==> src/rtl/core/ipv4_text_range_blocklist_unit_macros.svh <==
// assertion macros shared by the ipv4 blocklist rtl
// no dependencies; included by modules that carry concurrent checks
`ifndef IPV4_TEXT_RANGE_BLOCKLIST_UNIT_MACROS_SVH
`define IPV4_TEXT_RANGE_BLOCKLIST_UNIT_MACROS_SVH

// same-cycle implication, disabled in reset
`define IPV4BL_ASSERT_IMP(lbl, clk, rst, ante, cons, msg) \
   lbl: assert property (@(posedge clk) disable iff (rst) (ante) |-> (cons)) else $error(msg);

// next-cycle implication, disabled in reset
`define IPV4BL_ASSERT_NXT(lbl, clk, rst, ante, cons, msg) \
   lbl: assert property (@(posedge clk) disable iff (rst) (ante) |=> (cons)) else $error(msg);

`endif

==> src/rtl/core/ipv4bl_pkg.sv <==
// shared widths, codes and control structs of the ipv4 blocklist unit
// no dependencies
`timescale 1ns / 1ps

package ipv4bl_pkg;

   localparam int FUNC_W         = 2;
   localparam int CHAR_W         = 8;
   localparam int STATUS_W       = 3;
   localparam int ADDR_W         = 32;
   localparam int ENTRIES_USED_W = 5;
   localparam int ENTRIES_DEFAULT = 16;

   // func codes; the unused code is treated as a check
   localparam logic [FUNC_W-1:0] FN_CHECK = 2'd0;
   localparam logic [FUNC_W-1:0] FN_START = 2'd1;
   localparam logic [FUNC_W-1:0] FN_END   = 2'd2;

   // status codes
   localparam logic [STATUS_W-1:0] ST_OK       = 3'd0;
   localparam logic [STATUS_W-1:0] ST_MISSING  = 3'd1;
   localparam logic [STATUS_W-1:0] ST_EMPTY    = 3'd2;
   localparam logic [STATUS_W-1:0] ST_NONNUM   = 3'd3;
   localparam logic [STATUS_W-1:0] ST_OVER     = 3'd4;
   localparam logic [STATUS_W-1:0] ST_EXTRA    = 3'd5;
   localparam logic [STATUS_W-1:0] ST_FULL     = 3'd6;
   localparam logic [STATUS_W-1:0] ST_NO_START = 3'd7;

   typedef struct packed {
      logic step;     // consume one character
      logic finish;   // close out the string
      logic clear;    // back to the start of a string
   } parse_cmd_type;

   typedef struct packed {
      logic [STATUS_W-1:0] fault;
      logic [ADDR_W-1:0]   address;
   } parse_res_type;

   typedef struct packed {
      logic              store;
      logic              scan;
      logic [ADDR_W-1:0] low;
      logic [ADDR_W-1:0] high;
      logic [ADDR_W-1:0] key;
   } tbl_cmd_type;

   typedef struct packed {
      logic done;
      logic hit;
      logic full;
   } tbl_stat_type;

endpackage

==> src/rtl/core/ipv4bl_chan_if.sv <==
// valid/ready channel interfaces for the request and response words
// depends on ipv4bl_pkg
`timescale 1ns / 1ps

interface ipv4bl_req_if import ipv4bl_pkg::*; ();
   logic              valid;
   logic              ready;
   logic [FUNC_W-1:0] func;
   logic [CHAR_W-1:0] char_code;
   logic              last;

   modport source (output valid, output func, output char_code, output last, input ready);
   modport sink   (input valid, input func, input char_code, input last, output ready);
endinterface

interface ipv4bl_rsp_if import ipv4bl_pkg::*; ();
   logic                      valid;
   logic                      ready;
   logic [STATUS_W-1:0]       status;
   logic                      blocked;
   logic [ADDR_W-1:0]         address;
   logic [ENTRIES_USED_W-1:0] entries_used;

   modport source (output valid, output status, output blocked, output address,
                   output entries_used, input ready);
   modport sink   (input valid, input status, input blocked, input address,
                   input entries_used, output ready);
endinterface

==> src/rtl/core/ipv4bl_ram.sv <==
// generic single write port, single read port ram with registered read
// no dependencies
`timescale 1ns / 1ps

module ipv4bl_ram #(
   parameter int WIDTH = 64,
   parameter int DEPTH = 16,
   localparam int AW = (DEPTH > 1) ? $clog2(DEPTH) : 1
) (
   input  logic             clock,
   input  logic             wr_en,
   input  logic [AW-1:0]    wr_addr,
   input  logic [WIDTH-1:0] wr_data,
   input  logic [AW-1:0]    rd_addr,
   output logic [WIDTH-1:0] rd_data
);

   logic [WIDTH-1:0] mem_ff [DEPTH];
   logic [WIDTH-1:0] rd_data_ff;

   always_ff @(posedge clock) begin
      if (wr_en) begin
         mem_ff[wr_addr] <= wr_data;
      end
      rd_data_ff <= mem_ff[rd_addr];
   end

   assign rd_data = rd_data_ff;

endmodule

==> src/rtl/core/ipv4bl_parser.sv <==
// streaming dotted-decimal parser: one character per step, close-out on finish
// depends on ipv4bl_pkg
`timescale 1ns / 1ps

module ipv4bl_parser import ipv4bl_pkg::*; (
   input  logic              clock,
   input  logic              reset,
   input  parse_cmd_type     cmd,
   input  logic [CHAR_W-1:0] char_code,
   output parse_res_type     res
);

   typedef enum logic [5:0] {
      PH_START = 6'b000001,   // octet open, nothing seen
      PH_LEAD  = 6'b000010,   // whitespace only
      PH_BODY  = 6'b000100,
      PH_TRAIL = 6'b001000,
      PH_TAIL  = 6'b010000,   // after the fourth octet closes
      PH_SKIP  = 6'b100000    // after the line feed
   } phase_type;

   localparam logic [CHAR_W-1:0] CH_TAB   = 8'd9;
   localparam logic [CHAR_W-1:0] CH_LF    = 8'd10;
   localparam logic [CHAR_W-1:0] CH_CR    = 8'd13;
   localparam logic [CHAR_W-1:0] CH_SPACE = 8'd32;
   localparam logic [CHAR_W-1:0] CH_DOT   = 8'd46;
   localparam logic [CHAR_W-1:0] CH_ZERO  = 8'd48;
   localparam logic [CHAR_W-1:0] CH_NINE  = 8'd57;
   localparam logic [8:0]        OCTET_SAT = 9'd256;
   localparam logic [1:0]        LAST_OCTET = 2'd3;

   phase_type           phase_ff, phase_in;
   logic [1:0]          idx_ff, idx_in;
   logic [8:0]          value_ff, value_in;
   logic                flag_ff, flag_in;
   logic [STATUS_W-1:0] fault_ff, fault_in;
   logic [ADDR_W-1:0]   addr_ff, addr_in;

   logic                is_ws;
   logic                is_digit;
   logic [3:0]          digit;
   logic [11:0]         value_sum;
   logic [8:0]          value_next;
   logic                octet_blank;
   logic                octet_good;
   logic [STATUS_W-1:0] octet_fault;
   logic [STATUS_W-1:0] close_fault;
   logic [ADDR_W-1:0]   close_addr;
   phase_type           close_phase;
   logic [1:0]          close_idx;

   assign is_ws    = (char_code == CH_SPACE) || (char_code >= CH_TAB && char_code <= CH_CR);
   assign is_digit = (char_code >= CH_ZERO) && (char_code <= CH_NINE);
   assign digit    = 4'(char_code - CH_ZERO);

   // value * 10 + digit, saturating at 256
   assign value_sum  = {value_ff, 3'b000} + {2'b00, value_ff, 1'b0} + 12'(digit);
   assign value_next = (value_sum > 12'(OCTET_SAT)) ? OCTET_SAT : value_sum[8:0];

   // judgment of the octet that closes now
   assign octet_blank = (phase_ff == PH_START) || (phase_ff == PH_LEAD);
   assign octet_good  = !octet_blank && !flag_ff && !value_ff[8];

   always_comb begin
      if (octet_blank) begin
         octet_fault = ST_EMPTY;
      end else if (flag_ff) begin
         octet_fault = ST_NONNUM;
      end else if (value_ff[8]) begin
         octet_fault = ST_OVER;
      end else begin
         octet_fault = ST_OK;
      end
   end

   assign close_fault = (fault_ff != ST_OK) ? fault_ff : octet_fault;
   assign close_addr  = octet_good ? {addr_ff[ADDR_W-9:0], value_ff[7:0]} : addr_ff;
   assign close_phase = (idx_ff == LAST_OCTET) ? PH_TAIL : PH_START;
   assign close_idx   = (idx_ff == LAST_OCTET) ? idx_ff : idx_ff + 2'd1;

   always_comb begin
      phase_in = phase_ff;
      idx_in   = idx_ff;
      value_in = value_ff;
      flag_in  = flag_ff;
      fault_in = fault_ff;
      addr_in  = addr_ff;
      if (cmd.clear) begin
         phase_in = PH_START;
         idx_in   = '0;
         value_in = '0;
         flag_in  = 1'b0;
         fault_in = ST_OK;
         addr_in  = '0;
      end else if (cmd.finish) begin
         if (phase_ff == PH_START) begin
            if (fault_ff == ST_OK) begin
               fault_in = ST_MISSING;
            end
         end else if (phase_ff == PH_LEAD || phase_ff == PH_BODY || phase_ff == PH_TRAIL) begin
            phase_in = close_phase;
            idx_in   = close_idx;
            value_in = '0;
            flag_in  = 1'b0;
            addr_in  = close_addr;
            // fewer than four octets
            if (close_fault == ST_OK && idx_ff != LAST_OCTET) begin
               fault_in = ST_MISSING;
            end else begin
               fault_in = close_fault;
            end
         end
      end else if (cmd.step) begin
         unique case (phase_ff)
            PH_TAIL: begin
               if (char_code == CH_LF) begin
                  phase_in = PH_SKIP;
               end else if (!is_ws && fault_ff == ST_OK) begin
                  fault_in = ST_EXTRA;
               end
            end
            PH_SKIP: begin
               phase_in = PH_SKIP;
            end
            default: begin
               if (char_code == CH_DOT) begin
                  phase_in = close_phase;
                  idx_in   = close_idx;
                  value_in = '0;
                  flag_in  = 1'b0;
                  fault_in = close_fault;
                  addr_in  = close_addr;
               end else if (is_ws) begin
                  if (phase_ff == PH_START) begin
                     phase_in = PH_LEAD;
                  end else if (phase_ff == PH_BODY) begin
                     phase_in = PH_TRAIL;
                  end
               end else begin
                  phase_in = PH_BODY;
                  // whitespace inside the octet, or a non-digit
                  if (phase_ff == PH_TRAIL || !is_digit) begin
                     flag_in = 1'b1;
                  end
                  if (is_digit) begin
                     value_in = value_next;
                  end
               end
            end
         endcase
      end
   end

   always_ff @(posedge clock) begin
      if (reset) begin
         phase_ff <= PH_START;
         idx_ff   <= '0;
         value_ff <= '0;
         flag_ff  <= 1'b0;
         fault_ff <= ST_OK;
         addr_ff  <= '0;
      end else begin
         phase_ff <= phase_in;
         idx_ff   <= idx_in;
         value_ff <= value_in;
         flag_ff  <= flag_in;
         fault_ff <= fault_in;
         addr_ff  <= addr_in;
      end
   end

   assign res.fault   = fault_ff;
   assign res.address = addr_ff;

endmodule

==> src/rtl/core/ipv4bl_table.sv <==
// range table: stores ordered pairs in a ram and scans them with one compare unit
// depends on ipv4bl_pkg, ipv4bl_ram and the assertion macro header
`timescale 1ns / 1ps
`include "ipv4_text_range_blocklist_unit_macros.svh"

module ipv4bl_table import ipv4bl_pkg::*; #(
   parameter int ENTRIES = ENTRIES_DEFAULT,
   localparam int CW = $clog2(ENTRIES + 1)
) (
   input  logic          clock,
   input  logic          reset,
   input  tbl_cmd_type   cmd,
   output tbl_stat_type  stat,
   output logic [CW-1:0] count
);

   localparam int AW = (ENTRIES > 1) ? $clog2(ENTRIES) : 1;

   typedef enum logic [2:0] {
      T_IDLE = 3'b001,
      T_READ = 3'b010,
      T_CMP  = 3'b100
   } tstate_type;

   tstate_type          state_ff, state_in;
   logic [CW-1:0]       count_ff, count_in;
   logic [CW-1:0]       idx_ff, idx_in;
   logic [ADDR_W-1:0]   key_ff, key_in;
   logic [2*ADDR_W-1:0] rd_data;
   logic [ADDR_W-1:0]   rd_low;
   logic [ADDR_W-1:0]   rd_high;
   logic                hit;
   logic                at_end;
   logic                full;

   ipv4bl_ram #(
      .WIDTH (2 * ADDR_W),
      .DEPTH (ENTRIES)
   ) u_ram (
      .clock   (clock),
      .wr_en   (cmd.store),
      .wr_addr (count_ff[AW-1:0]),
      .wr_data ({cmd.high, cmd.low}),
      .rd_addr (idx_ff[AW-1:0]),
      .rd_data (rd_data)
   );

   assign rd_low  = rd_data[ADDR_W-1:0];
   assign rd_high = rd_data[2*ADDR_W-1:ADDR_W];
   assign hit     = (key_ff >= rd_low) && (key_ff <= rd_high);
   assign at_end  = (idx_ff + CW'(1)) == count_ff;
   assign full    = count_ff == CW'(ENTRIES);

   always_comb begin
      state_in = state_ff;
      idx_in   = idx_ff;
      key_in   = key_ff;
      count_in = count_ff;
      if (cmd.store) begin
         count_in = count_ff + CW'(1);
      end
      unique case (state_ff)
         T_IDLE: begin
            if (cmd.scan) begin
               idx_in   = '0;
               key_in   = cmd.key;
               state_in = T_READ;
            end
         end
         T_READ: begin
            state_in = T_CMP;
         end
         T_CMP: begin
            if (hit || at_end) begin
               state_in = T_IDLE;
            end else begin
               idx_in   = idx_ff + CW'(1);
               state_in = T_READ;
            end
         end
         default: begin
            state_in = T_IDLE;
         end
      endcase
   end

   always_ff @(posedge clock) begin
      if (reset) begin
         state_ff <= T_IDLE;
         count_ff <= '0;
         idx_ff   <= '0;
      end else begin
         state_ff <= state_in;
         count_ff <= count_in;
         idx_ff   <= idx_in;
      end
      key_ff <= key_in;
   end

   assign stat.done = (state_ff == T_CMP) && (hit || at_end);
   assign stat.hit  = (state_ff == T_CMP) && hit;
   assign stat.full = full;
   assign count     = count_ff;

   `IPV4BL_ASSERT_IMP(a_count_bound, clock, reset, 1'b1, count_ff <= CW'(ENTRIES), "table count past capacity")
   `IPV4BL_ASSERT_IMP(a_scan_in_range, clock, reset, state_ff == T_CMP, idx_ff < count_ff, "scan index beyond stored ranges")
   `IPV4BL_ASSERT_IMP(a_store_idle, clock, reset, cmd.store, state_ff == T_IDLE && !full, "store during scan or when full")

endmodule

==> src/rtl/core/ipv4_text_range_blocklist_unit.sv <==
// top level of the ipv4 text range blocklist: sequencer, pending start, result register
// depends on ipv4bl_pkg, ipv4bl_chan_if, ipv4bl_parser, ipv4bl_table, macro header
//
//   channel   | dir | word
//   ----------+-----+------------------------------------------------
//   req_chan  | in  | func, char_code, last (one text character)
//   rsp_chan  | out | status, blocked, address, entries_used
//
// a character that is not last is taken by the parser as it is accepted.
// a last character then passes close, decide and output load, plus for a check a scan
// of the stored ranges by the single compare unit (stops at the first hit).
// reset is synchronous; it empties the table count but not the range ram.
// ready drops from a last character until its result enters the output register;
// characters of the next string are accepted while that result waits.
`timescale 1ns / 1ps
`include "ipv4_text_range_blocklist_unit_macros.svh"

module ipv4_text_range_blocklist_unit import ipv4bl_pkg::*; #(
   parameter int ENTRIES = ENTRIES_DEFAULT
) (
   input logic          clock,
   input logic          reset,
   ipv4bl_req_if.sink   req_chan,
   ipv4bl_rsp_if.source rsp_chan
);

   localparam int CW = $clog2(ENTRIES + 1);

   typedef enum logic [4:0] {
      S_IDLE   = 5'b00001,
      S_CLOSE  = 5'b00010,
      S_DECIDE = 5'b00100,
      S_SCAN   = 5'b01000,
      S_DONE   = 5'b10000
   } state_type;

   state_type           state_ff, state_in;
   logic [FUNC_W-1:0]   func_ff, func_in;
   logic                pending_valid_ff, pending_valid_in;
   logic [ADDR_W-1:0]   pending_start_ff, pending_start_in;
   logic [STATUS_W-1:0] res_status_ff, res_status_in;
   logic [ADDR_W-1:0]   res_addr_ff, res_addr_in;
   logic                res_blocked_ff, res_blocked_in;

   logic                      rsp_valid_ff, rsp_valid_in;
   logic [STATUS_W-1:0]       rsp_status_ff, rsp_status_in;
   logic                      rsp_blocked_ff, rsp_blocked_in;
   logic [ADDR_W-1:0]         rsp_addr_ff, rsp_addr_in;
   logic [ENTRIES_USED_W-1:0] rsp_used_ff, rsp_used_in;

   parse_cmd_type     parse_cmd;
   parse_res_type     parse_res;
   tbl_cmd_type       tbl_cmd;
   tbl_stat_type      tbl_stat;
   logic [CW-1:0]     entry_count;
   logic              accept;
   logic              parse_ok;
   logic [ADDR_W-1:0] parse_addr;
   logic              start_lt;
   logic              out_free;

   assign req_chan.ready = (state_ff == S_IDLE);
   assign accept         = req_chan.valid && req_chan.ready;
   assign parse_ok       = (parse_res.fault == ST_OK);
   assign parse_addr     = parse_ok ? parse_res.address : '0;
   assign start_lt       = pending_start_ff < parse_addr;
   assign out_free       = !rsp_valid_ff || rsp_chan.ready;

   ipv4bl_parser u_parser (
      .clock     (clock),
      .reset     (reset),
      .cmd       (parse_cmd),
      .char_code (req_chan.char_code),
      .res       (parse_res)
   );

   ipv4bl_table #(
      .ENTRIES (ENTRIES)
   ) u_table (
      .clock (clock),
      .reset (reset),
      .cmd   (tbl_cmd),
      .stat  (tbl_stat),
      .count (entry_count)
   );

   always_comb begin
      state_in         = state_ff;
      func_in          = func_ff;
      pending_valid_in = pending_valid_ff;
      pending_start_in = pending_start_ff;
      res_status_in    = res_status_ff;
      res_addr_in      = res_addr_ff;
      res_blocked_in   = res_blocked_ff;
      parse_cmd        = '0;
      tbl_cmd          = '0;
      tbl_cmd.low      = start_lt ? pending_start_ff : parse_addr;
      tbl_cmd.high     = start_lt ? parse_addr : pending_start_ff;
      tbl_cmd.key      = parse_addr;

      rsp_valid_in   = rsp_valid_ff && !rsp_chan.ready;
      rsp_status_in  = rsp_status_ff;
      rsp_blocked_in = rsp_blocked_ff;
      rsp_addr_in    = rsp_addr_ff;
      rsp_used_in    = rsp_used_ff;

      unique case (state_ff)
         S_IDLE: begin
            parse_cmd.step = accept;
            if (accept && req_chan.last) begin
               func_in  = req_chan.func;
               state_in = S_CLOSE;
            end
         end
         S_CLOSE: begin
            parse_cmd.finish = 1'b1;
            state_in         = S_DECIDE;
         end
         S_DECIDE: begin
            parse_cmd.clear = 1'b1;
            res_status_in   = parse_res.fault;
            res_addr_in     = parse_addr;
            res_blocked_in  = 1'b0;
            state_in        = S_DONE;
            unique case (func_ff)
               FN_START: begin
                  pending_valid_in = parse_ok;
                  pending_start_in = parse_addr;
               end
               FN_END: begin
                  if (parse_ok) begin
                     if (!pending_valid_ff) begin
                        res_status_in = ST_NO_START;
                     end else if (tbl_stat.full) begin
                        res_status_in = ST_FULL;
                     end else begin
                        tbl_cmd.store = 1'b1;
                     end
                  end
                  pending_valid_in = 1'b0;
                  pending_start_in = '0;
               end
               default: begin
                  if (parse_ok && entry_count != '0) begin
                     tbl_cmd.scan = 1'b1;
                     state_in     = S_SCAN;
                  end
               end
            endcase
         end
         S_SCAN: begin
            if (tbl_stat.done) begin
               res_blocked_in = tbl_stat.hit;
               state_in       = S_DONE;
            end
         end
         S_DONE: begin
            if (out_free) begin
               rsp_valid_in   = 1'b1;
               rsp_status_in  = res_status_ff;
               rsp_blocked_in = res_blocked_ff;
               rsp_addr_in    = res_addr_ff;
               rsp_used_in    = ENTRIES_USED_W'(entry_count);
               state_in       = S_IDLE;
            end
         end
         default: begin
            state_in = S_IDLE;
         end
      endcase
   end

   always_ff @(posedge clock) begin
      if (reset) begin
         state_ff         <= S_IDLE;
         pending_valid_ff <= 1'b0;
         pending_start_ff <= '0;
         rsp_valid_ff     <= 1'b0;
      end else begin
         state_ff         <= state_in;
         pending_valid_ff <= pending_valid_in;
         pending_start_ff <= pending_start_in;
         rsp_valid_ff     <= rsp_valid_in;
      end
      func_ff        <= func_in;
      res_status_ff  <= res_status_in;
      res_addr_ff    <= res_addr_in;
      res_blocked_ff <= res_blocked_in;
      rsp_status_ff  <= rsp_status_in;
      rsp_blocked_ff <= rsp_blocked_in;
      rsp_addr_ff    <= rsp_addr_in;
      rsp_used_ff    <= rsp_used_in;
   end

   assign rsp_chan.valid        = rsp_valid_ff;
   assign rsp_chan.status       = rsp_status_ff;
   assign rsp_chan.blocked      = rsp_blocked_ff;
   assign rsp_chan.address      = rsp_addr_ff;
   assign rsp_chan.entries_used = rsp_used_ff;

   `IPV4BL_ASSERT_NXT(a_last_closes, clock, reset, accept && req_chan.last, state_ff == S_CLOSE, "last word did not start close-out")
   `IPV4BL_ASSERT_IMP(a_store_needs_start, clock, reset, tbl_cmd.store, pending_valid_ff && parse_ok, "range stored without a valid start")
   `IPV4BL_ASSERT_IMP(a_blocked_only_ok, clock, reset, rsp_valid_ff && rsp_blocked_ff, rsp_status_ff == ST_OK, "blocked flagged on a faulted word")

endmodule
==> src/flat_wrapper.sv <==
// flat-port wrapper written by rule: the top's interface ports become plain ports
module ipv4_text_range_blocklist_unit_flat import ipv4bl_pkg::*;
#(
   parameter int ENTRIES = ENTRIES_DEFAULT
)
  (clock, reset, req_chan_valid, req_chan_func, req_chan_char_code, req_chan_last, req_chan_ready, rsp_chan_valid, rsp_chan_status, rsp_chan_blocked, rsp_chan_address, rsp_chan_entries_used, rsp_chan_ready);
  ipv4bl_req_if req_chan_i ();
  ipv4bl_rsp_if rsp_chan_i ();
  input logic clock;
  input logic reset;
  input wire logic [$bits(req_chan_i.valid)-1:0] req_chan_valid;
  input wire logic [$bits(req_chan_i.func)-1:0] req_chan_func;
  input wire logic [$bits(req_chan_i.char_code)-1:0] req_chan_char_code;
  input wire logic [$bits(req_chan_i.last)-1:0] req_chan_last;
  output wire logic [$bits(req_chan_i.ready)-1:0] req_chan_ready;
  output wire logic [$bits(rsp_chan_i.valid)-1:0] rsp_chan_valid;
  output wire logic [$bits(rsp_chan_i.status)-1:0] rsp_chan_status;
  output wire logic [$bits(rsp_chan_i.blocked)-1:0] rsp_chan_blocked;
  output wire logic [$bits(rsp_chan_i.address)-1:0] rsp_chan_address;
  output wire logic [$bits(rsp_chan_i.entries_used)-1:0] rsp_chan_entries_used;
  input wire logic [$bits(rsp_chan_i.ready)-1:0] rsp_chan_ready;
  assign req_chan_i.valid = req_chan_valid;
  assign req_chan_i.func = req_chan_func;
  assign req_chan_i.char_code = req_chan_char_code;
  assign req_chan_i.last = req_chan_last;
  assign req_chan_ready = req_chan_i.ready;
  assign rsp_chan_valid = rsp_chan_i.valid;
  assign rsp_chan_status = rsp_chan_i.status;
  assign rsp_chan_blocked = rsp_chan_i.blocked;
  assign rsp_chan_address = rsp_chan_i.address;
  assign rsp_chan_entries_used = rsp_chan_i.entries_used;
  assign rsp_chan_i.ready = rsp_chan_ready;
  ipv4_text_range_blocklist_unit #(.ENTRIES(ENTRIES)) u_core (.clock(clock), .reset(reset), .req_chan(req_chan_i), .rsp_chan(rsp_chan_i));
endmodule
==> config.mk <==
export PLATFORM = sky130hd
export DESIGN_NAME = ipv4_text_range_blocklist_unit_flat
export DESIGN_NICKNAME = d
export VERILOG_FILES = /design/src/rtl/core/ipv4bl_pkg.sv /design/src/rtl/core/ipv4bl_chan_if.sv /design/src/rtl/core/ipv4bl_ram.sv /design/src/rtl/core/ipv4bl_parser.sv /design/src/rtl/core/ipv4bl_table.sv /design/src/rtl/core/ipv4_text_range_blocklist_unit.sv /design/src/flat_wrapper.sv
export VERILOG_INCLUDE_DIRS = /design/src /design/src/rtl/core
export SDC_FILE = /design/constraint.sdc
export NUM_CORES = 2
export LEC_CHECK = 0
export ABC_AREA = 1
export BUFFER_PORTS_ARGS = -buffer_cell sky130_fd_sc_hd__buf_2
export CAP_MARGIN = 0
export CELL_PAD_IN_SITES_DETAIL_PLACEMENT = 1
export CELL_PAD_IN_SITES_GLOBAL_PLACEMENT = 2
export CORE_MARGIN = 5
export CORE_UTILIZATION = 39
export CTS_CLUSTER_DIAMETER = 120
export DETAILED_ROUTE_END_ITERATION = 10
export GPL_TIMING_DRIVEN = 0
export PLACE_DENSITY_LB_ADDON = 0.1
export SLEW_MARGIN = 10
export SYNTH_ARGS = -nofsm -noshare
export SYNTH_HDL_FRONTEND = slang
export SYNTH_SLANG_ARGS = --single-unit
export TNS_END_PERCENT = 5
==> constraint.sdc <==
create_clock -name clock -period 6.5 [get_ports clock]
set_input_delay 0.325 -clock clock [delete_from_list [all_inputs] [get_ports clock]]
set_output_delay 0.325 -clock clock [all_outputs]
set_load 0.03 [all_outputs]
; Word level (Yosys, flattened, before mapping)
; Memories as Yosys holds them, arrays and structs flattened. A register that Yosys moved wholly into a read port is not among the register bits.
; Cells that the tools add are included.
[classes]
addsub = 6
magnitude_cmp = 8
eq_ne = 39
mux = 93
reduce_logical = 54
[op_table]
columns = op, count
row1 = two-way mux 32 bit, 10
row2 = two-way mux 9 bit, 9
row3 = one-hot mux 32 bit (2 select lines), 1
row4 = two-way mux 3 bit, 18
row5 = two-way mux 6 bit, 9
row6 = two-way mux 5 bit, 8
row7 = >= comparator 32 bit, 1
row8 = less-or-equal comparator 32 bit, 1
row9 = < comparator 32 bit, 1
row10 = one-hot mux 5 bit (5 select lines), 1
row11 = two-way mux 1 bit, 22
row12 = two-way mux 2 bit, 9
row13 = "equality test 8 x 6 -> 1 bit, second input constant", 2
row14 = logical AND 1 bit, 13
row15 = adder 12 x 10 -> 12 bit, 1
row16 = adder 12 x 4 -> 12 bit, 1
row17 = "greater-than comparator 12 x 9 -> 1 bit, second input constant", 1
row18 = one-hot mux 6 bit (2 select lines), 1
row19 = AND reduction 6 bit, 2
row20 = nonzero test 3 bit, 4
row21 = "adder 5 x 1 -> 5 bit, second input constant", 2
row22 = "equality test 5 bit, second input constant", 2
row23 = "!= test 2 x 1 -> 1 bit, second input constant", 5
row24 = "!= test 2 bit, second input constant", 5
row25 = 41 further kinds, 71
[word_totals]
reg_bits = 216
ram_bits = 1024
wordCells = 223
n_memories = 1
[memory_table]
columns = name, depth, word_bits, rd, rd_clocked_by_memory_dff, write_ports, line_no
row1 = u_core.u_table.u_ram.mem_ff, 16, 64, 1, 1, 1, ipv4bl_ram.sv:18  ; logic [WIDTH-1:0] mem_ff [DEPTH];

; Longest topological paths before layout
[logic_depth]
ltp_word = 10
mapped_depth = 20
mapped_depth_nobuf = 20

; Cells and area by module
; Synthesis repeated with hierarchy kept, for this count alone.
[hier_totals]
cells_unflattened = 5732
area_unflattened_um2 = 57508.9
[by_module_without_submodules]
columns = mod, n_inst, cells_each, area_each_um2, seq_area_each_um2
row1 = ipv4bl_ram, 1, 4210, 45285.9, 32030.7
row2 = ipv4_text_range_blocklist_unit, 1, 662, 5779.3, 3153.0
row3 = ipv4bl_table, 1, 409, 3370.7, 1221.2
row4 = ipv4bl_parser, 1, 451, 3072.9, 1061.0

; Least setup slack after synthesis
; OpenSTA, ideal clock, no wires.
[synth_timing]
path_kind = reg2reg
from = reg u_core.state_ff[1]
to = reg u_core.u_table.count_ff[4], in the netlist u_core.u_table.count[4]
t_arrival_ns = 5.955
setup_slack_ns = 0.457
stages_incl_launch_ff = 10
path_buffers = 0
path_cell_list = dfxtp_1 -> nor2_1 -> nand2_1 -> nor3_2 -> inv_1 -> nor3_2 -> nand2_1 -> nor2_1 -> o21ai_0 -> a21oi_1
[synth_via]
elab_chain_len = 2
[synth_rtl]
columns = item, line_no
row1 = "start, declared", ipv4_text_range_blocklist_unit.sv:37  ; state_type state_ff, state_in;
row2 = "start signal, assigned", ipv4_text_range_blocklist_unit.sv:180  ; state_ff <= state_in;
row3 = equality test 5 x 3 -> 1 bit, ipv4_text_range_blocklist_unit.sv:107  ; unique case (state_ff)
row4 = two-way mux 2 bit, ipv4_text_range_blocklist_unit.sv:107
row5 = "end signal, assigned", ipv4bl_table.sv:94  ; count_ff <= count_in;
row6 = "end, declared", ipv4bl_table.sv:26  ; logic [CW-1:0] count_ff, count_in;
; No other way between the ends.
; A chain may end at the register's enable or synchronous reset.

==> flow_summary.json <==
{
  "status": "completed",
  "synth_cell_type_count": 46,
  "track_usage_pct": 26.6,
  "syn_to_final_growth_pct": 16.6,
  "die_area_mm2": 0.143,
  "post-place-cells": 5935,
  "skew_ns": 0.0301,
  "p_leak_nw": 20.6,
  "p_sw_w": 0.00386,
  "power.density_mw_per_mm2": 289,
  "arrival_ns": 6.09,
  "clock-sinks": 1304,
  "start_util_pct": 39.1,
  "hpwl_um": 134000,
  "port_buffers": 57,
  "synthesis.nets": 4172,
  "p_int_w": 0.0139,
  "rsz0062_at_grt": "false",
  "required_ns": 6.91,
  "gr-total-overflow": 0,
  "ios": 58,
  "crit_path_max_fanout": 16,
  "ff2ff_path_depth": 15,
  "insertion_delay_ns": 0.78,
  "hold_end": "u_core.u_parser.value_ff[1]",
  "clock.fmax_mhz": 176,
  "power_frac_seq_pct": 51.1,
  "cp-start-kind": "flip-flop",
  "crit_buf_inv": 5,
  "r2r-end": "u_core.u_table.u_ram.mem_ff[4][34]",
  "cp_top_family": "simple AND/OR/NAND/NOR gates",
  "h-tree-depth": 4,
  "top_layer_used": "met4",
  "clock_path_buffers": 3,
  "synth_mux_area_share_pct": 3.62,
  "slew_violations": 0,
  "antenna_found_initial": 10,
  "sw_frac_of_total_pct": 21.7,
  "ys_seq_elements": 1304,
  "final_nets": 4442,
  "slew_headroom_pct": 9.22,
  "drc": 0,
  "synth_edf_count": 1135,
  "endpoint_kind": "flip-flop",
  "drt_iter0_drc": 3568,
  "syn-cell-area_mm2": 0.0528,
  "power_frac_comb_pct": 3.4,
  "critical_path_class": "flip-flop to flip-flop",
  "synth_simple_gate_area_share_pct": 9.14,
  "setup-violations-final": 0,
  "fin_tns_setup_ns": 0,
  "whs_ns": 0.0822,
  "drive_gt1_share_pct": 9.32,
  "cts_tree": "yes",
  "avgSynthCellArea_um2": 13.1,
  "synth_ff_type": "edfxtp_1",
  "synth_fa_ha_area_share_pct": 2.89,
  "whs_path_depth": 4,
  "path_cells": "nor3_2, clkinv_1, clkbuf_1, nor2_1, inv_1, ha_1, a21oi_1, nor2_1, a211oi_1, o221ai_1, a21oi_1, clkbuf_1, clkbuf_1, nand3_1, nand2_1",
  "slowest_delay_ns": 0.84,
  "synth_top_family_by_area": "compound AO/OA/AOI/OAI gates",
  "wl_met3_um": 12000,
  "ant_nets": 0,
  "synth-compound-area-share_pct": 9.89,
  "ir_worst_vdd_mv": 0.270,
  "syn_inst": 4036,
  "synthXorXnorAreaFrac_pct": 0.216,
  "place.gp.congestion": 0.861,
  "path_clk_slew_ns": 0.06,
  "slowest_stage": "nand2_1",
  "vias_per_cell": 5.71,
  "drv_cap": 0,
  "min_period_ns": 5.69,
  "fp.dieW_um": 378,
  "first_pass_iters": 6,
  "wl_met2_um": 89600,
  "timing.reg2reg.setup_slack_ns": 0.81,
  "grt_start_max_net_pins": 24,
  "holdCritPathClass": "primary input to flip-flop",
  "grt_pass1_vias": 36100,
  "ctsRootBufferMaster": "clkbuf_16",
  "wirelength_met1_um": 84300,
  "die_y_um": 378,
  "grt_pass1_wl_um": 269000,
  "power_frac_clock_pct": 45.5,
  "placementRows": 135,
  "ys_seq_area_share_pct": 70.9,
  "finalWirelength_um": 191000,
  "yosys_warnings": 0,
  "stdcell_count": 6208,
  "post_drt_wl_per_cell_um": 30.8,
  "fin_crit_sh_pct": 87.5,
  "post_cts_buffers": 0,
  "ff_latch_area_mm2": 0.0375,
  "min-delay-start": "req_chan_char_code[1]",
  "fin_util_pct": 45.6,
  "multi_input_area_mm2": 0.0138,
  "total_power_w": 0.0178,
  "r2r_start": "u_core.u_parser.fault_ff[2]",
  "cts_made_buffers": 142,
  "vias": 35400,
  "hold_violations": 0,
  "fill_cells": 13700,
  "tightest_slew_ns": 1.36,
  "path_common_cell": "clkbuf_1",
  "async_flop_share_pct": 0,
  "core_area_mm2": 0.135
}
layout by cell type, fill, tap and decap left out, types with 5 or more instances in the layout:
cell type,n
a211oi_1,10
a211oi_2,28
a21oi_1,107
buf_1,15
buf_12,36
buf_16,24
buf_2,80
bufinv_16,8
clkbuf_1,227
clkbuf_16,147
clkbuf_8,24
clkinv_1,21
clkinv_2,15
dfxtp_1,169
diode_2,6
dlygate4sd3_1,8
edfxtp_1,1135
ha_1,119
inv_1,207
inv_6,5
mux2i_1,191
nand2_1,430
nand3_1,161
nand4_1,21
nor2_1,512
nor2_4,17
nor3_1,24
nor4_1,6
o211ai_1,55
o21ai_0,296
o221ai_1,193
o22ai_1,13
o32ai_1,53
xor2_1,9
worst register-to-register path: cells and delay by family (launching register included):
kind            cells  cell delay, ns
fa+ha+maj           1            0.34
compound gates      4            0.70
flops               1            0.33
simple gates        5            2.10
buf+inv             5            1.85
cell type report:
cell class                      instances  share of cell area [%]
Antenna cell                            6                  0.0244
Buffer                                237                    1.55
Clock buffer                          209                    6.74
Clock inverter                         50                   0.774
Inverter                              212                    1.29
Multi-Input combinational cell       2283                    22.3
Sequential cell                      1304                    60.8
Tap cell                             1781                    3.62
Timing Repair Buffer                  126                    2.86
cells in the mapped netlist, types with 4 or more instances:
cell type / count / share of area [%]
o32ai_1: 53 / 0.88
dfxtp_1: 169 / 6.4
mux2i_1: 191 / 3.6
nor4_1: 6 / 0.071
clkbuf_1: 193 / 1.4
edfxtp_1: 1135 / 65
nor2_1: 529 / 3.8
nor3_1: 24 / 0.23
o22ai_1: 13 / 0.15
a211oi_2: 28 / 0.66
inv_1: 207 / 1.5
nand2_1: 430 / 3.1
buf_2: 23 / 0.22
xor2_1: 9 / 0.15
a21oi_1: 108 / 1.0
nand3_1: 161 / 1.5
o21ai_0: 296 / 2.8
o221ai_1: 193 / 3.2
xnor2_1: 4 / 0.066
buf_1: 15 / 0.11
a211oi_1: 10 / 0.14
a31oi_1: 4 / 0.047
nor3_2: 4 / 0.076
o211ai_1: 55 / 0.78
nand4_1: 21 / 0.25
ha_1: 119 / 2.8
metrics by stage:
step	setup slack, ns	area, um2
floorplan	0.457	52800
global placement	-5.32	55300
detailed placement	0.780	56900
CTS	0.743	61600
global route	0.440	61600
finish	0.813	61600
sequential cells by signal (all words and copies together), names as in the netlist, 5 cells and up:
register / cells
u_core.pending_start_ff: 32
u_core.res_addr_ff: 32
u_core.rsp_chan.address: 32
u_core.rsp_chan.entries_used: 5
u_core.state_ff: 5
u_core.u_parser.addr_ff: 32
u_core.u_parser.phase_ff: 6
u_core.u_parser.value_ff: 9
u_core.u_table.count: 5
u_core.u_table.idx_ff: 5
u_core.u_table.key_ff: 32
u_core.u_table.u_ram.mem_ff: 1024
u_core.u_table.u_ram.rd_data: 64
timing repair:
| item | in CTS | in global routing |
|---|---|---|
| endpoints found under the hold margin | 12 | 0 |
| hold buffers | 8 | 0 |
| gates resized for setup | 0 | 0 |
worst max path at each step:
stage | startpoint | to | slack, ns | cells past startpoint
floorplan | u_core.state_ff[1] | u_core.u_table.count[4] | 0.46 | 9
detailed placement | u_core.u_parser.fault_ff[2] | u_core.u_table.u_ram.mem_ff[6][34] | 0.78 | 15
CTS | u_core.u_parser.fault_ff[2] | u_core.u_table.u_ram.mem_ff[7][34] | 0.74 | 15
finish | u_core.u_parser.fault_ff[2] | u_core.u_table.u_ram.mem_ff[4][34] | 0.81 | 15
global route | u_core.u_parser.fault_ff[2] | u_core.u_table.u_ram.mem_ff[1][37] | 0.44 | 17
global placement | u_core.state_ff[1] | u_core.u_table.u_ram.mem_ff[13][40] | -5.32 | 7
power by group through the flow:
stage / combinational, W / sequential (W) / clock (W)
final: 0.000600 / 0.00908 / 0.00810
after detailed placement: 0.000599 / 0.00926 / 0
after global placement: 0.000590 / 0.00926 / 0
after floorplan: 0.000348 / 0.00929 / 0
after CTS: 0.000606 / 0.00908 / 0.00824
after global routing: 0.000664 / 0.00909 / 0.00859
layer usage:
metal / up-vias / GRT usage [%]
met5: - / 0
met4: 0 / 7.28
met3: 248 / 3.76
met2: 1196 / 43.5
met1: 18500 / 37.3
li1: 15500 / -
logic make-up after synthesis:
logic type / count (synthesis)
flops: 1304
compound gates: 773
mux: 191
buf+inv: 449
xor+xnor: 13
simple gates: 1185
fa+ha+maj: 121
Power figures use the tool's default switching activity.
